File: src/design/hcst_pkg.sv
// Shared types, constants and functions of the heap class size tally
`default_nettype none
package hcst_pkg;
  localparam int MAX_CLASSES_DEF = 4096;
  localparam int ID_W    = 20;
  localparam int LIM_W   = 13;
  localparam int COUNT_W = 40;
  localparam int SIZE_W  = 56;
  localparam int TAG_W   = 64;
  localparam int IN_W    = 192;
  localparam int OUT_W   = 216;

  localparam logic [1:0] OP_ROOT = 2'd0;
  localparam logic [1:0] OP_OBJ  = 2'd1;
  localparam logic [1:0] OP_MARK = 2'd2;
  localparam logic [1:0] OP_READ = 2'd3;

  typedef enum logic [1:0] {K_NONE, K_TALLY, K_MARK, K_READ} kind_t;

  typedef enum logic [2:0] {S_CLEAR, S_IDLE, S_READ, S_MOD, S_OUT} state_t;

  typedef struct packed {
    kind_t                  kind;
    logic [ID_W-1:0]        idx;
    logic [COUNT_W-1:0]     size;
    logic                   flag;
    logic                   tag_write;
    logic                   anc;
    logic [2:0]             anc_mask;
    logic [2:0][ID_W-1:0]   anc_idx;
    logic [TAG_W-1:0]       tag_plain;
    logic [TAG_W-1:0]       tag_anc;
  } cmd_t;

  typedef struct packed {
    logic               mark;
    logic [SIZE_W-1:0]  charged;
    logic [SIZE_W-1:0]  own;
    logic [COUNT_W-1:0] count;
  } entry_t;

  function automatic logic [COUNT_W-1:0] sat_inc(logic [COUNT_W-1:0] a);
    return (&a) ? a : a + COUNT_W'(1);
  endfunction

  function automatic logic [SIZE_W-1:0] sat_add(logic [SIZE_W-1:0] a,
                                                 logic [COUNT_W-1:0] b);
    logic [SIZE_W:0] s;
    s = {1'b0, a} + (SIZE_W+1)'(b);
    return s[SIZE_W] ? {SIZE_W{1'b1}} : s[SIZE_W-1:0];
  endfunction
endpackage
`default_nettype wire

File: src/design/hcst_front.sv
// Front end: limit register, item decode and classification into commands
`default_nettype none
module hcst_front import hcst_pkg::*; #(
  parameter int MAX_CLASSES = MAX_CLASSES_DEF
) (
  input  wire              clk,
  input  wire              rst,
  input  wire              cfg_valid,
  output logic             cfg_ready,
  input  wire  [LIM_W-1:0] cfg_data,
  input  wire  [1:0]       op,
  input  wire  [IN_W-1:0]  data,
  output cmd_t             cmd
);
  localparam logic [ID_W-1:0] MAXC = ID_W'(MAX_CLASSES);

  logic [LIM_W-1:0] class_limit;
  logic [ID_W-1:0]  lim, c, t, g, p, tp;
  logic [COUNT_W-1:0] size;
  logic has_tag, flag;
  logic [TAG_W-1:0] tag, rtag;

  assign cfg_ready = 1'b1;

  always_ff @(posedge clk) begin
    if (rst) begin
      class_limit <= '0;
    end else if (cfg_valid) begin
      class_limit <= cfg_data;
    end
  end

  assign c       = data[19:0];
  assign size    = data[59:20];
  assign has_tag = data[60];
  assign tag     = data[124:61];
  assign rtag    = data[188:125];
  assign flag    = data[189];
  assign t       = rtag[59:40];
  assign g       = rtag[39:20];
  assign p       = rtag[19:0];
  assign lim     = (ID_W'(class_limit) > MAXC) ? MAXC : ID_W'(class_limit);
  assign tp      = (t != '0) ? c : '0;

  always_comb begin
    cmd            = '0;
    cmd.kind       = K_NONE;
    cmd.size       = size;
    cmd.flag       = flag;
    cmd.tag_plain  = {1'b1, 43'd0, c};
    cmd.tag_anc    = {1'b1, 3'd0, tp, p, c};
    cmd.anc_idx[0] = p - ID_W'(1);
    cmd.anc_idx[1] = g - ID_W'(1);
    cmd.anc_idx[2] = t - ID_W'(1);
    cmd.anc_mask[0] = (p != '0) && (p < lim) && (p != c);
    cmd.anc_mask[1] = (g != '0) && (g < lim) && (g != c) && (g != p);
    cmd.anc_mask[2] = (t != '0) && (t < lim) && (t != c) && (t != p) && (t != g);
    unique case (op)
      OP_MARK: begin
        if (c < MAXC) begin
          cmd.kind = K_MARK;
          cmd.idx  = c;
        end
      end
      OP_READ: begin
        if (c < MAXC) begin
          cmd.kind = K_READ;
          cmd.idx  = c;
        end
      end
      OP_ROOT, OP_OBJ: begin
        if (c != '0 && c <= lim && (!has_tag || tag == '0)) begin
          cmd.kind      = K_TALLY;
          cmd.idx       = c - ID_W'(1);
          cmd.tag_write = has_tag;
          cmd.anc       = has_tag && (op == OP_OBJ) && (rtag != '0);
        end
      end
    endcase
  end
endmodule
`default_nettype wire

File: config.mk
export PLATFORM = sky130hd
export DESIGN_NAME = hcst_front
export DESIGN_NICKNAME = d
export VERILOG_FILES = /design/src/design/hcst_pkg.sv /design/src/design/hcst_front.sv
export SDC_FILE = /design/constraint.sdc
export NUM_CORES = 1
export LEC_CHECK = 0
export BUFFER_PORTS_ARGS = -buffer_cell sky130_fd_sc_hd__clkbuf_2
export CAP_MARGIN = 20
export CELL_PAD_IN_SITES_DETAIL_PLACEMENT = 1
export CELL_PAD_IN_SITES_GLOBAL_PLACEMENT = 2
export CORE_AREA = 2 2 181 183
export DETAILED_ROUTE_END_ITERATION = 10
export DIE_AREA = 0 0 183 185
export GPL_TIMING_DRIVEN = 0
export HOLD_SLACK_MARGIN = 0.02
export PLACE_DENSITY = 0.9
export RECOVER_POWER = 25
export SLEW_MARGIN = 20
export SYNTH_ARGS = -nofsm -noshare
export SYNTH_HDL_FRONTEND = slang
export SYNTH_SLANG_ARGS = --single-unit
File: constraint.sdc
create_clock -name clk -period 6.2 [get_ports clk]
set_clock_uncertainty 0.15 [all_clocks]
set_input_delay 0.31 -clock clk [delete_from_list [all_inputs] [get_ports clk]]
set_output_delay 0.31 -clock clk [all_outputs]
set_load 0.02 [all_outputs]
==> reports/results.ini, run 1 <==
[run_status]
status = complete, no violations

[global_routing]
groute.usage.overall_pct = 18.1
global_route_wire_length_before_repair_mm = 46.1
grt_max_degree = 14
grt_antenna_before_repair = 14
grt_pass1_vias = 7486
global_route.overflow_total = 0

[clocking]
cts_setup_buffers = 0
ctsLongestPathBuffers = 2
cts_resized = 0
worst_setup_hold_path_clk_slew_ns = 0.05
cts_root_buf = clkbuf_16
tritoncts = done
numCtsBuffers = 3
total_number_of_clock_tree_sinks = 13
htree_num_levels = 1
hold_buffers = 0
clock_insertion_delay_worst_skew_ns = 0.24

[finish]
filler_cell_count = 4093
flip_flop_count_of_the_largest_register_all_copies_and_words_added = 13
layout-area-overhead-vs-synth_pct = 39.9
nNetsFinal = 1516
fin_util_pct = 26.9
largest_reg_by_ff_count = class_limit
layout_top_registers = class_limit (13)
final_layout_size_suffix_gt1_share_pct = 37.3

[floorplan]
dieHeight_um = 185
floorplan.initialDensity_pct = 19.2
floorplan.die_area_um2 = 33900
design.core.area_um2 = 32000
std_cell_rows = 66
ios = 467
fp.dieW_um = 183

[sta]
final_period_minus_worst_setup_slack_ns = 5.46
max-slew-margin-rel_pct = 28.4
fin_crit_sh_pct = 88.0
rsz_0062_raised_after_global_routing = false
maxClockFrequency_mhz = 183
timing.final.setup_violations = 0
finalMaxSlewViolations = 0
number_of_hold_violations_in_the_final_report = 0
tightest_slew_ns = 1.07
final.setup.tns_ns = 0

[synth]
synth-warning-count = 0
syn-instance-count = 856
synth_top_area_share_pct = 18.6
most_area_consuming_cells_after_synthesis = buf_4 (19%), xor2_1 (13%), xnor2_1 (12%)
post_synth_edffs = 0
synth.largest_area_cell = buf_4
post_synth_num_cell_types = 59
post_synth_most_frequent_cells = buf_4 (153), xor2_1 (92), xnor2_1 (81)
sequential_element_share_of_the_synthesized_area_pct = 4.23
syn_area_um2 = 6160
most_numerous_cell_in_the_yosys_netlist = buf_4
syn-mean-instance-area_um2 = 7.20
synth_async_sr_flop_share_pct = 0
synth_top_flop_cell = dfxtp_1
synth-seq-cells = 13

[worst_setup_path]
crit_required_ns = 5.74
cp_slowest_stage_delay_ns = 0.89
crit_arrival_ns = 5.00
path_cells = inv_1 > clkbuf_1 > nand2_1 > ha_1 > a21oi_1 > nor2_1 > a2111o_1 > o31ai_1 > nand3_1 > o22ai_1 > clkbuf_2
critPathSlowestCell = o31ai_1
worst_path_dominant_cell_family = compound AO/OA/AOI/OAI gates
critical_path_class = reg -> out
crit_path_max_fanout = 13
startpoint_type_of_the_worst_setup_path = register
worst_setup_path_end_kind = primary output
crit_buf_inv = 3

[detailed_routing]
finalWirelength_mm = 32.5
routed_via_count = 7261
route.antenna.remaining_nets = 0
number_of_drc_markers_in_iteration_0 = 240
viasPerCell = 4.34
drt-wirelength-per-cell_um = 19.4
post-route-drc-count = 0
drt_first_pass_iters = 4

[place]
gp_weighted_congestion = 0.854
post-dp-hpwl_mm = 28.8
portBuffers = 342

[pwr]
power_density_relative_to_cell_area_nw_per_um2 = 98.4
static-leakage-power_nw = 4.12
vdd_drop_max_v = 0.000102

[run]
drv_cap = 0

[hold_path]
worstHoldPathType = in -> reg

-- path summary, 6_finish.rpt --
kind | from | endpoint | slack [ns] | cells past startpoint
min reg2reg | class_limit[9] | class_limit[9] | 0.35 | 2
max reg2reg | class_limit[12] | class_limit[12] | 5.39 | 2
min | rst | class_limit[10] | 0.13 | 2
max | class_limit[12] | cmd[237] | 0.74 | 11
-- cell type report --
cell class / count / area (um^2) / share of cell area (%)
clock buffers: 4 / 78.8 / 0.915
plain buffers: 239 / 1490 / 17.2
repair buffers: 342 / 1650 / 19.1
inverters: 19 / 71.3 / 0.828
well taps: 408 / 510 / 5.93
multi-input cells: 635 / 4530 / 52.6
diodes: 12 / 30.0 / 0.349
flip-flops and latches: 13 / 260 / 3.02
-- stage by stage --
stage / area [um^2] / hold WS, ns / std cells / setup slack [ns] / power, W
2_1_floorplan: 6350 / 0.232 / 906 / 2.60 / 0.000514
3_3_place_gp: 8570 / 0.325 / 1656 / 1.27 / 0.000719
3_5_place_dp: 8570 / 0.345 / 1656 / 1.16 / 0.000733
4_1_cts: 8650 / 0.130 / 1660 / 0.892 / 0.000857
5_1_grt: 8590 / 0.136 / 1664 / 0.552 / 0.000910
6_report: 8610 / 0.128 / 1672 / 0.744 / 0.000848
-- report_power, final --
group | switching (W) | leakage, nW | internal [W]
clock | 0.0000330 | 0.0382 | 0.0000865
sequential | 0.00000321 | 0.107 | 0.0000889
combinational | 0.000388 | 3.98 | 0.000248
total | 0.000424 | 4.12 | 0.000423
-- logic make-up (layout without fill, tap and decap cells) --
logic type | count (synthesis) | in the layout | share of synthesized area [%]
adders and majority gates | 53 | 53 | 10.8
muxes | 13 | 13 | 2.11
other | 2 | 64 | 0.122
DFF | 13 | 13 | 4.23
AOI/OAI and AO/OA | 75 | 75 | 8.61
xor gates and xnor gates | 173 | 173 | 24.6
and+or+nand+nor | 269 | 269 | 24.3
buffers and inverters | 258 | 604 | 25.3
-- per-layer routing --
layer	vias to the layer above	GRT usage [%]	part of all wire, %
li1	3525	-	-
met1	3398	22.2	42
met2	292	31.5	48
met3	42	4.17	7.1
met4	4	5.38	2.7
met5	-	0	0.080
-- cells in the final DEF, fill, tap and decap left out, types with 4 or more instances in the layout --
| master | n |
|---|---|
| inv_1 | 18 |
| xnor2_1 | 81 |
| nor2_1 | 55 |
| and2_1 | 15 |
| buf_4 | 153 |
| conb_1 | 52 |
| nor4_1 | 45 |
| nand4_1 | 31 |
| diode_2 | 12 |
| nand2b_1 | 4 |
| o21ai_0 | 10 |
| buf_1 | 9 |
| mux2i_1 | 13 |
| clkbuf_2 | 291 |
| nand3_1 | 14 |
| or4_1 | 7 |
| nand2_1 | 40 |
| a41oi_1 | 6 |
| a21o_1 | 7 |
| a21oi_1 | 16 |
| ha_1 | 53 |
| clkbuf_1 | 123 |
| xor2_1 | 92 |
| buf_2 | 5 |
| nor2b_1 | 7 |
| dfxtp_1 | 13 |
| nor3_1 | 24 |
| or3_1 | 6 |
No activity file was read; power rests on OpenSTA's default activity.
==> inputs of run 2 (changes only) <==
- PLACE_DENSITY: 0.9 -> 0.87
==> run 2 against run 1 <==
Wire length grew 0.27%. Clock power is essentially flat. Flip-flop and latch count is the same. Fmax grew 6.0%. Combinational power is essentially flat. Critical path depth is the same. Worst setup slack gained 0.31 ns.
==> reports/results.ini, run 2 (synthesized netlist as in run 1, its figures left out) <==
[sta]
final_critical_path_setup_slack_ns = 1.05  ; +0.309 ns
tightest_slew_ns = 0.969  ; -0.0962 ns
number_of_hold_violations_in_the_final_report = 0  ; unchanged
max-slew-margin-rel_pct = 34.9  ; +6.5 points
maxClockFrequency_mhz = 194  ; +6.0%
finalMaxSlewViolations = 0  ; unchanged
fin_crit_sh_pct = 83.0  ; -5.0 points
final_period_minus_worst_setup_slack_ns = 5.15  ; -0.309 ns
timing.final.setup_violations = 0  ; unchanged
hold_slack_ns = 0.149  ; +0.0210 ns
rsz_0062_raised_after_global_routing = false
final.setup.tns_ns = 0  ; unchanged

[place]
portBuffers = 342  ; unchanged
post-dp-hpwl_mm = 28.8  ; +0.15%
gp_weighted_congestion = 0.894  ; +4.6%
placed_cell_area_um2 = 8570  ; unchanged
place_ws_ns = 1.27  ; +0.112 ns

[worst_setup_path]
cp-startpoint = class_limit[12]
worst_r2r_path_depth = 2  ; unchanged
worst_r2r_endpoint = class_limit[12]
worst_setup_path_end_kind = primary output
crit_path_max_fanout = 13  ; unchanged
critical_path_class = reg -> out
r2r_start = class_limit[12]
crit_arrival_ns = 4.69  ; -0.31 ns
startpoint_type_of_the_worst_setup_path = register
crit_required_ns = 5.74  ; about the same
ff2ff_setup_slack_ns = 5.42  ; +0.03 ns

[finish]
mostFrequentLayoutCell = clkbuf_2
layout_top_registers = class_limit (13)
layout_common_cells = clkbuf_2 (291), buf_4 (153), clkbuf_1 (123)
nNetsFinal = 1516  ; unchanged
flip_flop_count_of_the_largest_register_all_copies_and_words_added = 13  ; unchanged
largest_reg_by_ff_count = class_limit
final_layout_size_suffix_gt1_share_pct = 37.3  ; unchanged
layout-area-overhead-vs-synth_pct = 39.7
final_cell_area_um2 = 8600  ; -0.15%

[global_routing]
grt_pass1_vias = 7098  ; -5.2%
grt_antenna_before_repair = 9  ; -5
grt_max_degree = 14  ; unchanged
global_route.overflow_total = 0  ; unchanged
groute.usage.overall_pct = 18.0  ; -0.079 points
global_route_wire_length_before_repair_mm = 45.5  ; -1.4%

[clocking]
ctsLongestPathBuffers = 2  ; unchanged
numCtsBuffers = 3  ; unchanged
worst_setup_hold_path_clk_slew_ns = 0.04  ; about the same
cts_setup_buffers = 0  ; unchanged
clock_insertion_delay_worst_skew_ns = 0.24  ; about the same
cts_resized = 0  ; unchanged
htree_num_levels = 1  ; unchanged
tritoncts = done
cts_root_buf = clkbuf_16
hold_buffers = 0  ; unchanged
total_number_of_clock_tree_sinks = 13  ; unchanged

[detailed_routing]
routed_via_count = 7205  ; -0.77%
viasPerCell = 4.32  ; -0.47%
number_of_drc_markers_in_iteration_0 = 299  ; +25%
finalWirelength_mm = 32.5  ; +0.27%
drt-wirelength-per-cell_um = 19.5  ; +0.57%
post-route-drc-count = 0  ; unchanged
drt_first_pass_iters = 6  ; +2
route.antenna.remaining_nets = 0  ; unchanged

[run]
drv_cap = 0  ; unchanged

[floorplan]
floorplan.die_area_um2 = 33900  ; unchanged
dieHeight_um = 185  ; unchanged
fp.dieW_um = 183  ; unchanged
std_cell_rows = 66  ; unchanged
ios = 467  ; unchanged
floorplan.initialDensity_pct = 19.2  ; unchanged
design.core.area_um2 = 32000  ; unchanged

[hold_path]
hp-start = rst
min_delay_worst_endpoint = class_limit[0]
worstHoldPathType = in -> reg
holdPathStages = 2  ; unchanged

[run_status]
status = complete, no violations

[pwr]
vdd_drop_max_v = 0.0000721  ; -29%
static-leakage-power_nw = 4.12  ; about the same
power_density_relative_to_cell_area_nw_per_um2 = 98.8  ; +0.36%

## run 2: changes by cell type in the layout (fill, tap and decap cells not counted)
cell / before / now
diode_2: 12 / 7
## run 2: worst max path at each step
stage               slack [ns]  depth (start not counted)        to
global placement          1.34                         11  cmd[240]
detailed placement        1.27                         11  cmd[240]
floorplan                 2.60                         11  cmd[241]
finish                    1.05                         11  cmd[234]
global route              0.62                         11  cmd[234]
CTS                       1.02                         11  cmd[240]
## run 2: report_power, final
part	switching, W	total [W]	leakage (nW)	internal, W
clock network	0.0000352	0.000122	0.0382	0.0000867
logic	0.000388	0.000636	3.98	0.000248
registers	0.00000300	0.0000920	0.107	0.0000890
total	0.000426	0.000850	4.12	0.000423
## run 2: layout make-up
| class | count | area [um^2] |
|---|---|---|
| fillers | 4092 | 23400 |
| flip-flops and latches | 13 | 260 |
| multi-input cells | 635 | 4530 |
| plain buffers | 239 | 1490 |
| diodes | 7 | 17.5 |
| repair buffers | 342 | 1650 |
| well taps | 408 | 510 |
| inverters | 19 | 71.3 |
| clock buffers | 4 | 78.8 |
## run 2: worst max-delay path: stages (launching register included)
cell and delay [ns]:
dfxtp_1 0.32, inv_1 0.09, clkbuf_1 0.63, nand2_1 0.40, ha_1 0.42, a21oi_1 0.15, nor2_1 0.05, a2111o_1 0.38
o31ai_1 0.81, nand3_1 0.61, o21ai_0 0.35, clkbuf_2 0.22
## run 2: metal layers
| layer | vias to the layer above | routed length [um] | GRT usage (%) |
|---|---|---|---|
| met1 | 3413 | 14300 | 22.8 |
| met3 | 24 | 1950 | 3.62 |
| met5 | - | 31 | 0 |
| li1 | 3511 | - | - |
| met2 | 253 | 15800 | 32.0 |
| met4 | 4 | 443 | 2.85 |
## run 2: metrics by stage
step | instances | utilization (%) | total power [W]
2_1_floorplan | 906 | - | 0.000514
3_3_place_gp | 1656 | 26.7 | 0.000721
3_5_place_dp | 1656 | 26.7 | 0.000733
4_1_cts | 1660 | 27.0 | 0.000861
5_1_grt | 1662 | 26.8 | 0.000911
6_report | 1667 | 26.8 | 0.000850
