<file path="src/design/hcst_pkg.sv">
// Shared types, constants and functions of the heap class size tally
`default_nettype none
package hcst_pkg;
  localparam int MAX_CLASSES_DEF = 4096;
  localparam int ID_W    = 20;
  localparam int LIM_W   = 13;
  localparam int COUNT_W = 40;
  localparam int SIZE_W  = 56;
  localparam int TAG_W   = 64;
  localparam int IN_W    = 192;
  localparam int OUT_W   = 216;

  localparam logic [1:0] OP_ROOT = 2'd0;
  localparam logic [1:0] OP_OBJ  = 2'd1;
  localparam logic [1:0] OP_MARK = 2'd2;
  localparam logic [1:0] OP_READ = 2'd3;

  typedef enum logic [1:0] {K_NONE, K_TALLY, K_MARK, K_READ} kind_t;

  typedef enum logic [2:0] {S_CLEAR, S_IDLE, S_READ, S_MOD, S_OUT} state_t;

  typedef struct packed {
    kind_t                  kind;
    logic [ID_W-1:0]        idx;
    logic [COUNT_W-1:0]     size;
    logic                   flag;
    logic                   tag_write;
    logic                   anc;
    logic [2:0]             anc_mask;
    logic [2:0][ID_W-1:0]   anc_idx;
    logic [TAG_W-1:0]       tag_plain;
    logic [TAG_W-1:0]       tag_anc;
  } cmd_t;

  typedef struct packed {
    logic               mark;
    logic [SIZE_W-1:0]  charged;
    logic [SIZE_W-1:0]  own;
    logic [COUNT_W-1:0] count;
  } entry_t;

  function automatic logic [COUNT_W-1:0] sat_inc(logic [COUNT_W-1:0] a);
    return (&a) ? a : a + COUNT_W'(1);
  endfunction

  function automatic logic [SIZE_W-1:0] sat_add(logic [SIZE_W-1:0] a,
                                                 logic [COUNT_W-1:0] b);
    logic [SIZE_W:0] s;
    s = {1'b0, a} + (SIZE_W+1)'(b);
    return s[SIZE_W] ? {SIZE_W{1'b1}} : s[SIZE_W-1:0];
  endfunction
endpackage
`default_nettype wire

</file>
<file path="src/design/hcst_queue.sv">
// Two-entry command queue between front and back
`default_nettype none
module hcst_queue import hcst_pkg::*; (
  input  wire  clk,
  input  wire  rst,
  input  wire  wr_en,
  input  cmd_t wr_cmd,
  output logic full,
  input  wire  rd_en,
  output logic rd_valid,
  output cmd_t rd_cmd
);
  cmd_t       slots [2];
  logic       wr_ptr, rd_ptr;
  logic [1:0] fill;

  assign full     = (fill == 2'd2);
  assign rd_valid = (fill != 2'd0);
  assign rd_cmd   = slots[rd_ptr];

  always_ff @(posedge clk) begin
    if (wr_en) slots[wr_ptr] <= wr_cmd;
  end

  always_ff @(posedge clk) begin
    if (rst) begin
      wr_ptr <= 1'b0;
      rd_ptr <= 1'b0;
      fill   <= 2'd0;
    end else begin
      if (wr_en) wr_ptr <= ~wr_ptr;
      if (rd_en) rd_ptr <= ~rd_ptr;
      fill <= fill + 2'(wr_en) - 2'(rd_en);
    end
  end
endmodule
`default_nettype wire

</file>
<file path="config.mk">
export PLATFORM = sky130hd
export DESIGN_NAME = hcst_queue
export DESIGN_NICKNAME = d
export VERILOG_FILES = /design/src/design/hcst_pkg.sv /design/src/design/hcst_queue.sv
export SDC_FILE = /design/constraint.sdc
export NUM_CORES = 1
export LEC_CHECK = 0
export ABC_CLOCK_PERIOD_IN_PS = 28000
export BUFFER_PORTS_ARGS = -buffer_cell sky130_fd_sc_hd__buf_2
export CAP_MARGIN = 20
export CELL_PAD_IN_SITES_DETAIL_PLACEMENT = 1
export CELL_PAD_IN_SITES_GLOBAL_PLACEMENT = 1
export CORE_ASPECT_RATIO = 0.6
export CORE_UTILIZATION = 45
export DETAILED_ROUTE_END_ITERATION = 7
export GPL_TIMING_DRIVEN = 0
export HOLD_SLACK_MARGIN = 0.12
export PLACE_DENSITY = 0.9
export SLEW_MARGIN = 25
export SYNTH_ARGS = -nofsm -noshare
export SYNTH_HDL_FRONTEND = slang
export SYNTH_SLANG_ARGS = --single-unit
export TNS_END_PERCENT = 10
</file>
<file path="constraint.sdc">
create_clock -name clk -period 28 [get_ports clk]
set_input_delay 5.6 -clock clk [delete_from_list [all_inputs] [get_ports clk]]
set_output_delay 5.6 -clock clk [all_outputs]
set_load 0.01 [all_outputs]
</file>
==> results of run 1 <==
cell type report:
class	instances	area [um^2]	area share, %
well taps	560	700.7	2.910
clock buffers	56	1252	5.202
clock inverters	30	282.8	1.175
repair buffers	535	3033	12.60
inverters	2	7.507	0.03118
diodes	6	15.01	0.06236
multi-input cells	270	3004	12.48
flip-flops and latches	517	15470	64.28
plain buffers	28	305.3	1.268
routing by layer:
| layer | GRT usage (%) | share of wire, % | vias up |
|---|---|---|---|
| li1 | - | - | 4457 |
| met1 | 23.92 | 35 | 5153 |
| met2 | 43.65 | 55 | 380 |
| met3 | 7.186 | 7.5 | 100 |
| met4 | 7.550 | 2.6 | 6 |
| met5 | 0 | 0.079 | - |
where the power goes:
group	switching [uW]	leakage, uW	internal (uW)	total [uW]
combinational	116	0.00342	99.8	216
sequential	13.2	0.00485	904	917
clock	283	0.000750	366	650
total	412	0.00902	1370	1780
registers in the layout, indices dropped and copies added (netlist names), named ones only:
register	count
fill	2
rd_ptr	1
slots	512
wr_ptr	1
cells in the mapped netlist:
master / n / area (um^2)
and2_1: 1 / 6.260
buf_2: 1 / 5.000
buf_4: 1 / 7.510
buf_6: 26 / 292.8
dfxtp_1: 5 / 100.1
edfxtp_1: 512 / 15370
ha_1: 2 / 25.02
inv_1: 2 / 7.510
mux2_2: 256 / 2883
nor2_1: 4 / 15.01
nor2b_1: 3 / 18.77
or2_2: 1 / 6.260
xnor2_1: 2 / 17.52
xnor3_1: 1 / 22.52
cells in the final DEF (no fill, tap or decap):
cell type / synthesis / routed
clkinv_4: 0 / 1
inv_1: 2 / 2
bufinv_16: 0 / 5
buf_16: 0 / 12
dfxtp_1: 5 / 5
buf_4: 1 / 1
buf_12: 0 / 5
nor2b_1: 3 / 2
and2_4: 0 / 1
clkinvlp_4: 0 / 3
buf_8: 0 / 1
inv_6: 0 / 2
clkbuf_1: 0 / 7
or2_2: 1 / 1
nor2b_4: 0 / 1
diode_2: 0 / 6
edfxtp_1: 512 / 512
xnor2_1: 2 / 2
buf_2: 1 / 518
mux2_2: 256 / 256
nor2_1: 4 / 4
xnor3_1: 1 / 1
buf_6: 26 / 26
clkbuf_16: 0 / 49
clkinv_2: 0 / 10
clkinv_1: 0 / 9
ha_1: 2 / 2
kinds of logic (layout without fill, tap and decap cells):
family	Yosys count	count (layout)	share of synthesized area [%]
flops	517	517	82.39
mux	256	256	15.35
buf+inv	30	651	1.665
simple gates	9	9	0.2465
xor+xnor	3	3	0.2132
fa+ha+maj	2	2	0.1332
other cells	0	6	0
worst register-to-register path: cells and delay by family, from the launching register on:
family	cells	cell delay [ns]
buffers and inverters	5	1.04
flip-flops	1	0.35
AND/OR/NAND/NOR	1	0.56
metrics by stage:
stage / util (%) / power [uW] / instance area [um^2] / hold WS (ns) / setup WS [ns]
2_1_floorplan: - / 1053 / 18780 / 0.4799 / 10.48
3_5_place_dp: 55.22 / 1150 / 22530 / 0.5214 / 20.27
5_1_grt: 59.01 / 1841 / 24070 / 0.5678 / 20.27
4_1_cts: 58.98 / 1801 / 24060 / 0.5459 / 20.31
3_3_place_gp: 54.10 / 1149 / 22070 / 0.4946 / 4.040
6_report: 59.02 / 1783 / 24080 / 0.5421 / 20.38
final timing paths:
check / from / to
worst max-delay path: flip-flop / rd_cmd[137]
worst min-delay path: rd_ptr / rd_ptr
worst max register to register: wr_ptr / slots[0][143]
worst min register to register: rd_ptr / rd_ptr
==> run metrics, run 1 <==
post-synthesis sequential area ratio 82.39%; Max FO, Critical Path 10; synthesized area 0.01878 mm^2; # hold bufs at CTS 0; sum of negative setup slack 0 ns; Die Y roughly 160 um; RePlAce Congestion 0.7808; clock skew 0.009826 ns; pin count of the biggest net entering global routing between 50 and 60; outcome completed; number of global-route vias before repair ~11k; PwrDens 74.04 mW/mm^2; WP data arrival between 2 and 2.5 ns; layout cells sized above 1 62.03%; hold crit path type reg -> reg; fin cells 2004; input/output buffers 517; CP Class reg -> out; unrepaired setup endpoints after global routing false; P_leak 0.009021 uW; Boundary Pins 518; Worst path max stage delay 0.43 ns; CTS tree yes; Max Freq around 130 MHz; routed vias 10.10k; Starting Density 46.04%; initial antenna violation count 13; cell count after synthesis 817; post-CTS setup buffer count 0; fill cell total of the finished layout approximately 3.8k; CP bufs+invs 3; ANT nets after route 0; final WL between 40000 and 50000 um; routed vias/inst a little over 5; Max Buffers Root-to-Sink 3; global-route wire length before repair 72010 um; slew of the pin with the lowest slew margin 0.6746 ns; Tcrit/Tclk final 27.23%; Setup Viol. Count Final 0; Iter 0 DRT Violations 506; CTS H-tree depth 2; Setup crit end kind output port; cts repair resizes 0; Congestion Overflow GR 0; worst reg2reg path depth 6; VDD IR max about 0.064 mV; post-route DRC violation count 0; syn_nets 1079; Yosys warnings 0; Critical-path top delay cell dfxtp_1; area grow syn2layout 28.19%; CTS Sinks 517; Max Slew Vio Count 0; Core ar. roughly 0.04 mm^2; die area 0.04259 mm^2; Hold Path Stages 2; MaxCap Viol Count 0; FF-to-FF setup slack 25.74 ns; FP Rows 57; CP most frequent cell buf_6; CP delay by family, top buffers and inverters; Reg clk slew, reported paths 0.07 ns; clk root buf clkbuf_16; Final Hold Vio Count 0; Final nets 1664; Final min period between 7 and 8 ns; flops & latches, synth 517; hpwl dp 35250 um; Slew HR a little over half; logic depth of the worst setup path including buffers 4; latest clock arrival within the worst-skew pair 0.56 ns; Post-Place Cells 1912; CP cell instances buf_6, buf_6, mux2_2, buf_2; total CTS buffers 48; Critical Path Source Type flip-flop; Die Wd 265.7 um; worst path required time 22.40 ns; Synth cell types 14; 1st-pass router iterations 4; GRT Total Usage 23.02%; syn_area_per_cell roughly 23 um^2; wire length per cell 24.79 um
(Power assumes the default switching activity.)
==> run 2, diff against run 1 <==
--- a/config.mk
+++ b/config.mk
@@ -5,17 +5,17 @@
 export SDC_FILE = /design/constraint.sdc
 export NUM_CORES = 1
 export LEC_CHECK = 0
-export ABC_CLOCK_PERIOD_IN_PS = 28000
+export ABC_CLOCK_PERIOD_IN_PS = 7700
 export BUFFER_PORTS_ARGS = -buffer_cell sky130_fd_sc_hd__buf_2
 export CAP_MARGIN = 20
 export CELL_PAD_IN_SITES_DETAIL_PLACEMENT = 1
 export CELL_PAD_IN_SITES_GLOBAL_PLACEMENT = 1
 export CORE_ASPECT_RATIO = 0.6
-export CORE_UTILIZATION = 45
+export CORE_UTILIZATION = 44
 export DETAILED_ROUTE_END_ITERATION = 7
 export GPL_TIMING_DRIVEN = 0
 export HOLD_SLACK_MARGIN = 0.12
-export PLACE_DENSITY = 0.9
+export PLACE_DENSITY = 0.88
 export SLEW_MARGIN = 25
 export SYNTH_ARGS = -nofsm -noshare
 export SYNTH_HDL_FRONTEND = slang
==> constraint.sdc (replaced) <==
create_clock -name clk -period 7.7 [get_ports clk]
set_input_delay 1.54 -clock clk [delete_from_list [all_inputs] [get_ports clk]]
set_output_delay 1.54 -clock clk [all_outputs]
set_load 0.01 [all_outputs]
==> run 2 against run 1 <==
Compared with the run above:
- sequential cell count unchanged
- routed wire length down 1.3%
- utilization is 1.6 points lower
- sequential power grew to 3.6 times the previous value
- global-route usage fell by 0.86 points
- final cell count up 0.60%
- cell area rose by 0.26%
- clock skew barely moved
- critical endpoint is now rd_cmd[86]
==> run metrics, run 2 (synthesized netlist as in run 1, its figures left out) <==
input/output buffers 517; commonest cells after routing, fill and taps aside buf_2, edfxtp_1, mux2_2; routed vias 10.05k; clk root buf clkbuf_16; CTS Sinks ~520; post-CTS setup buffer count 0; pin count of the biggest net entering global routing 50; GRT Total Usage 22.16%; initial antenna violation count 11; # hold bufs at CTS 0; Starting Density between 40% and 50%; clock skew 0.009967 ns; Tcrit/Tclk final 45.89%; Slew HR 69.21%; overall power 6502 uW; WP data arrival 1.99 ns; Final min period 3.533 ns; area grow syn2layout 28.53%; CP delay by family, top buffers and inverters; Reg clk slew, reported paths approximately 0.070 ns; Iter 0 DRT Violations 613; post-route DRC violation count 0; worst path required time 6.16 ns; number of global-route vias before repair 11.36k; FF-to-FF setup slack between 5 and 6 ns; CP bufs+invs 3; P_leak roughly 0.009 uW; total CTS buffers 47; hold crit path type reg -> reg; RePlAce Congestion 0.7659; hpwl dp 34820 um; Max Slew Vio Count 0; most common cell after layout, fill and taps aside buf_2; largest reg by FF count slots; CP Class reg -> out; 1st-pass router iterations 5; routed vias/inst 4.984; cts repair resizes 0; Congestion Overflow GR 0; unrepaired setup endpoints after global routing false; PwrDens 269.3 mW/mm^2; Setup crit end kind output port; Final Hold Vio Count 0; Die Y 162.0 um; CP most frequent cell buf_6; slew of the pin with the lowest slew margin 0.4609 ns; max FFs per register about 510; Core ar. 0.04202 mm^2; Top Registers slots: 512 flops, fill: 2 flops; FP Rows 58; Final nets 1663; die area 0.04354 mm^2; final WL 49040 um; layout cells sized above 1 61.60%; Final Util 57.45%; Worst path max stage delay 0.41 ns; CTS H-tree depth 2; MaxCap Viol Count 0; Critical-path top delay cell dfxtp_1; fin cells about 2k; ANT nets after route 0; global-route wire length before repair 70730 um; Die Wd 268.7 um; worst setup margin 4.167 ns; Critical Path Source Type flip-flop; Boundary Pins 518; Setup Viol. Count Final 0; Max FO, Critical Path 10; CTS tree yes; Max Buffers Root-to-Sink 3; wire length per cell 24.33 um; Max Freq between 200 and 300 MHz; Post-Place Cells a little under 2k; VDD IR max 0.2615 mV; outcome completed; worst slack at placement 4.028 ns; latest clock arrival within the worst-skew pair 0.55 ns; CP cell instances buf_6, buf_6, mux2_2, buf_2
[run 2: changes by cell type in the layout (fill, tap and decap cells not counted), moves of 2 or more]
cell,before,now
buf_16,12,14
bufinv_16,5,7
clkinv_1,9,15
clkinv_2,10,5
clkinvlp_4,3,0
diode_2,6,11
inv_6,2,0
[run 2: path summary, 6_finish.rpt]
| check | start | end | depth (start not counted) |
|---|---|---|---|
| hold / removal | wr_ptr | wr_ptr | 2 |
| setup / recovery | flip-flop | rd_cmd[86] | 4 |
| setup reg to reg | wr_ptr | slots[0][203] | 7 |
| hold reg to reg | wr_ptr | wr_ptr | 2 |
[run 2: metal layers]
| layer | global-route usage [%] | up-vias | wire [um] |
|---|---|---|---|
| met5 | 0 | - | 0 |
| met1 | 23.63 | 5077 | 17350 |
| met2 | 41.00 | 389 | 26510 |
| met4 | 9.091 | 0 | 1848 |
| li1 | - | 4468 | - |
| met3 | 6.261 | 114 | 3328 |
[run 2: through the flow]
step | instance area, um^2 | hold WS, ns | setup TNS, ns
6_report | 24140 | 0.5974 | 0
4_1_cts | 24110 | 0.6071 | 0
3_5_place_dp | 22560 | 0.5838 | 0
5_1_grt | 24130 | 0.6419 | 0
2_1_floorplan | 18790 | 0.4799 | -60.62
3_3_place_gp | 22090 | 0.4942 | -977.27
[run 2: worst register-to-register path: stages, from the launching register on]
cell and delay, ns:
dfxtp_1 0.35, nor2b_4 0.41, buf_16 0.23, buf_16 0.18, buf_16 0.19, buf_16 0.21, buf_16 0.20, buf_12 0.22
[run 2: final cells by class]
class	instances	area (um^2)
Inverter	2	7.507
Clock inverter	27	291.5
Clock buffer	56	1262
Multi-Input combinational cell	270	3004
Antenna cell	11	27.53
Fill cell	3843	17880
Sequential cell	517	15470
Tap cell	570	713.2
Buffer	28	305.3
Timing Repair Buffer	535	3053
[run 2: report_power, final]
group,internal (uW),total [uW],switching [uW]
registers,3290,3330,47.1
clock network,1400,2380,986
logic,364,787,422
==> run 3, diff against run 2 <==
--- a/config.mk
+++ b/config.mk
@@ -5,7 +5,7 @@
 export SDC_FILE = /design/constraint.sdc
 export NUM_CORES = 1
 export LEC_CHECK = 0
-export ABC_CLOCK_PERIOD_IN_PS = 7700
+export ABC_CLOCK_PERIOD_IN_PS = 3500
 export BUFFER_PORTS_ARGS = -buffer_cell sky130_fd_sc_hd__buf_2
 export CAP_MARGIN = 20
 export CELL_PAD_IN_SITES_DETAIL_PLACEMENT = 1
==> constraint.sdc (replaced) <==
create_clock -name clk -period 3.5 [get_ports clk]
set_input_delay 0.7 -clock clk [delete_from_list [all_inputs] [get_ports clk]]
set_output_delay 0.7 -clock clk [all_outputs]
set_load 0.01 [all_outputs]
==> run 3 against run 2 <==
Compared with the run above:
- sequential power rose by 120%
- non-clock buffer count did not move
- clock-buffer cell count rose by 3
- cell area fell by 0.93%
- final cell count barely moved
- register-to-register slack got worse by 4.2 ns
- global-route usage fell by 0.84 points
- critical path depth did not move
- critical endpoint is now rd_cmd[70]
- largest power group unchanged
==> run metrics, run 3 (synthesized netlist as in run 1, its figures left out) <==
Boundary Pins around 520; logic depth of the worst setup path including buffers 4; pin count of the biggest net entering global routing 54; wire length per cell 23.57 um; slew of the pin with the lowest slew margin 0.6416 ns; hold crit path type in -> reg; overall power 13780 uW; Reg clk slew, reported paths ~0.070 ns; cts repair resizes 0; area grow syn2layout 27.33%; ANT nets after route 0; Top Registers slots: 512 flops, fill: 2 flops; number of global-route vias before repair 11.09k; CP most frequent cell buf_6; clock skew 0.02348 ns; Slew HR a little under three fifths; routed vias 9920; worst path required time 2.80 ns; placed instance area roughly 0.023 mm^2; global-route wire length before repair between 60000 and 70000 um; Setup crit end kind output port; Tcrit/Tclk final 77.20%; largest reg by FF count slots; input/output buffers between 500 and 600; MaxCap Viol Count 0; RePlAce Congestion 0.7801; layout cells sized above 1 between 60% and 70%; Max Slew Vio Count 0; max FFs per register 512; clk root buf clkbuf_16; P_leak between 0.008 and 0.009 uW; 1st-pass router iterations 4; hpwl dp around 34000 um; Critical-path top delay cell dfxtp_1; CTS Sinks approximately 520; PwrDens 576.2 mW/mm^2; Die Wd 268.7 um; fill cell total of the finished layout 3859; Max Freq 370.1 MHz; worst reg2reg path depth 5; # hold bufs at CTS 0; Max FO, Critical Path 10; CP cell instances buf_6, buf_6, mux2_2, buf_2; Die Y around 160 um; Final nets around 1.7k; Setup Viol. Count Final 0; final instance area 0.02391 mm^2; VDD IR max roughly 0.50 mV; Iter 0 DRT Violations roughly 510; Starting Density between 40% and 50%; Worst path max stage delay 0.40 ns; CTS H-tree depth 2; initial antenna violation count 12; Hold Path Stages 1; CP Class reg -> out; GRT Total Usage between 20% and 30%; CP bufs+invs 3; latest clock arrival within the worst-skew pair about 0.56 ns; CTS tree yes; Critical Path Source Type flip-flop; Congestion Overflow GR 0; Final min period around 2.7 ns; CP delay by family, top buffers and inverters; final WL 47470 um; FP Rows 58; Max Buffers Root-to-Sink 3; Core ar. about 0.042 mm^2; post-CTS setup buffer count 0; most common cell after layout, fill and taps aside buf_2; die area 0.04354 mm^2; post-route DRC violation count 0; WP data arrival 2.00 ns; outcome completed; commonest cells after routing, fill and taps aside buf_2, edfxtp_1, mux2_2; routed vias/inst 4.926; unrepaired setup endpoints after global routing false; total CTS buffers 47; Final Hold Vio Count 0
==> run 3: cell types whose count changed in the layout (fill, tap and decap cells not counted), sizes merged <==
cell	change
inv	+1
clkinvlp	+2
diode	-3
clkinv	+2
clkbuf	+3
bufinv	-7
==> run 3: routing by layer <==
metal,share of wire [%],track usage [%],vias up
met2,54,39.50,343
li1,-,-,4443
met1,35,22.94,5031
met4,3.1,7.231,6
met5,0.072,0,-
met3,7.4,6.565,97
==> run 3: area by class of cell <==
class | count | area (um^2) | share of cell area, %
buffer | 28 | 305.3 | 1.277
sequential | 517 | 15470 | 64.71
clock buffer | 59 | 1264 | 5.284
multi-input combinational | 270 | 3004 | 12.56
tap | 570 | 713.2 | 2.982
clock inverter | 25 | 117.6 | 0.4918
timing repair buffer | 535 | 3008 | 12.58
antenna | 8 | 20.02 | 0.08371
inverter | 2 | 7.507 | 0.03139
==> run 3: worst register-to-register path, cell delays in order, from the launching register on <==
cell and delay (ns):
dfxtp_1 0.43, and2_4 0.44, buf_12 0.29, buf_12 0.27, buf_12 0.26, buf_16 0.28
==> run 3: where the power goes <==
group	internal, uW	leakage (uW)	switching [uW]
clock	2550	0.000669	2190
sequential	7230	0.00485	99.3
combinational	792	0.00341	914
total	10600	0.00893	3210
==> run 3: path summary, 6_finish.rpt <==
| check | slack [ns] | endpoint | startpoint |
|---|---|---|---|
| hold reg to reg | 0.54 | rd_ptr | rd_ptr |
| setup reg to reg | 1.17 | slots[1][38] | wr_ptr |
| setup / recovery | 0.80 | rd_cmd[70] | flip-flop |
| hold / removal | 0.32 | slots[1][17] | wr_cmd[17] |
==> run 3: per-stage QoR <==
step | cells | worst slack, ns | setup TNS, ns | utilization (%) | hold slack (ns)
floorplan | 817 | -1.464 | -578.38 | - | 0.4799
detailed placement | 1922 | 0.6551 | 0 | 53.58 | 0.5177
finish | 2014 | 0.7980 | 0 | 56.91 | 0.3249
global route | 2012 | 0.7266 | 0 | 56.90 | 0.2939
CTS | 2006 | 0.7285 | 0 | 56.87 | 0.2884
global placement | 1904 | -3.671 | -1589.13 | 52.58 | 0.4970
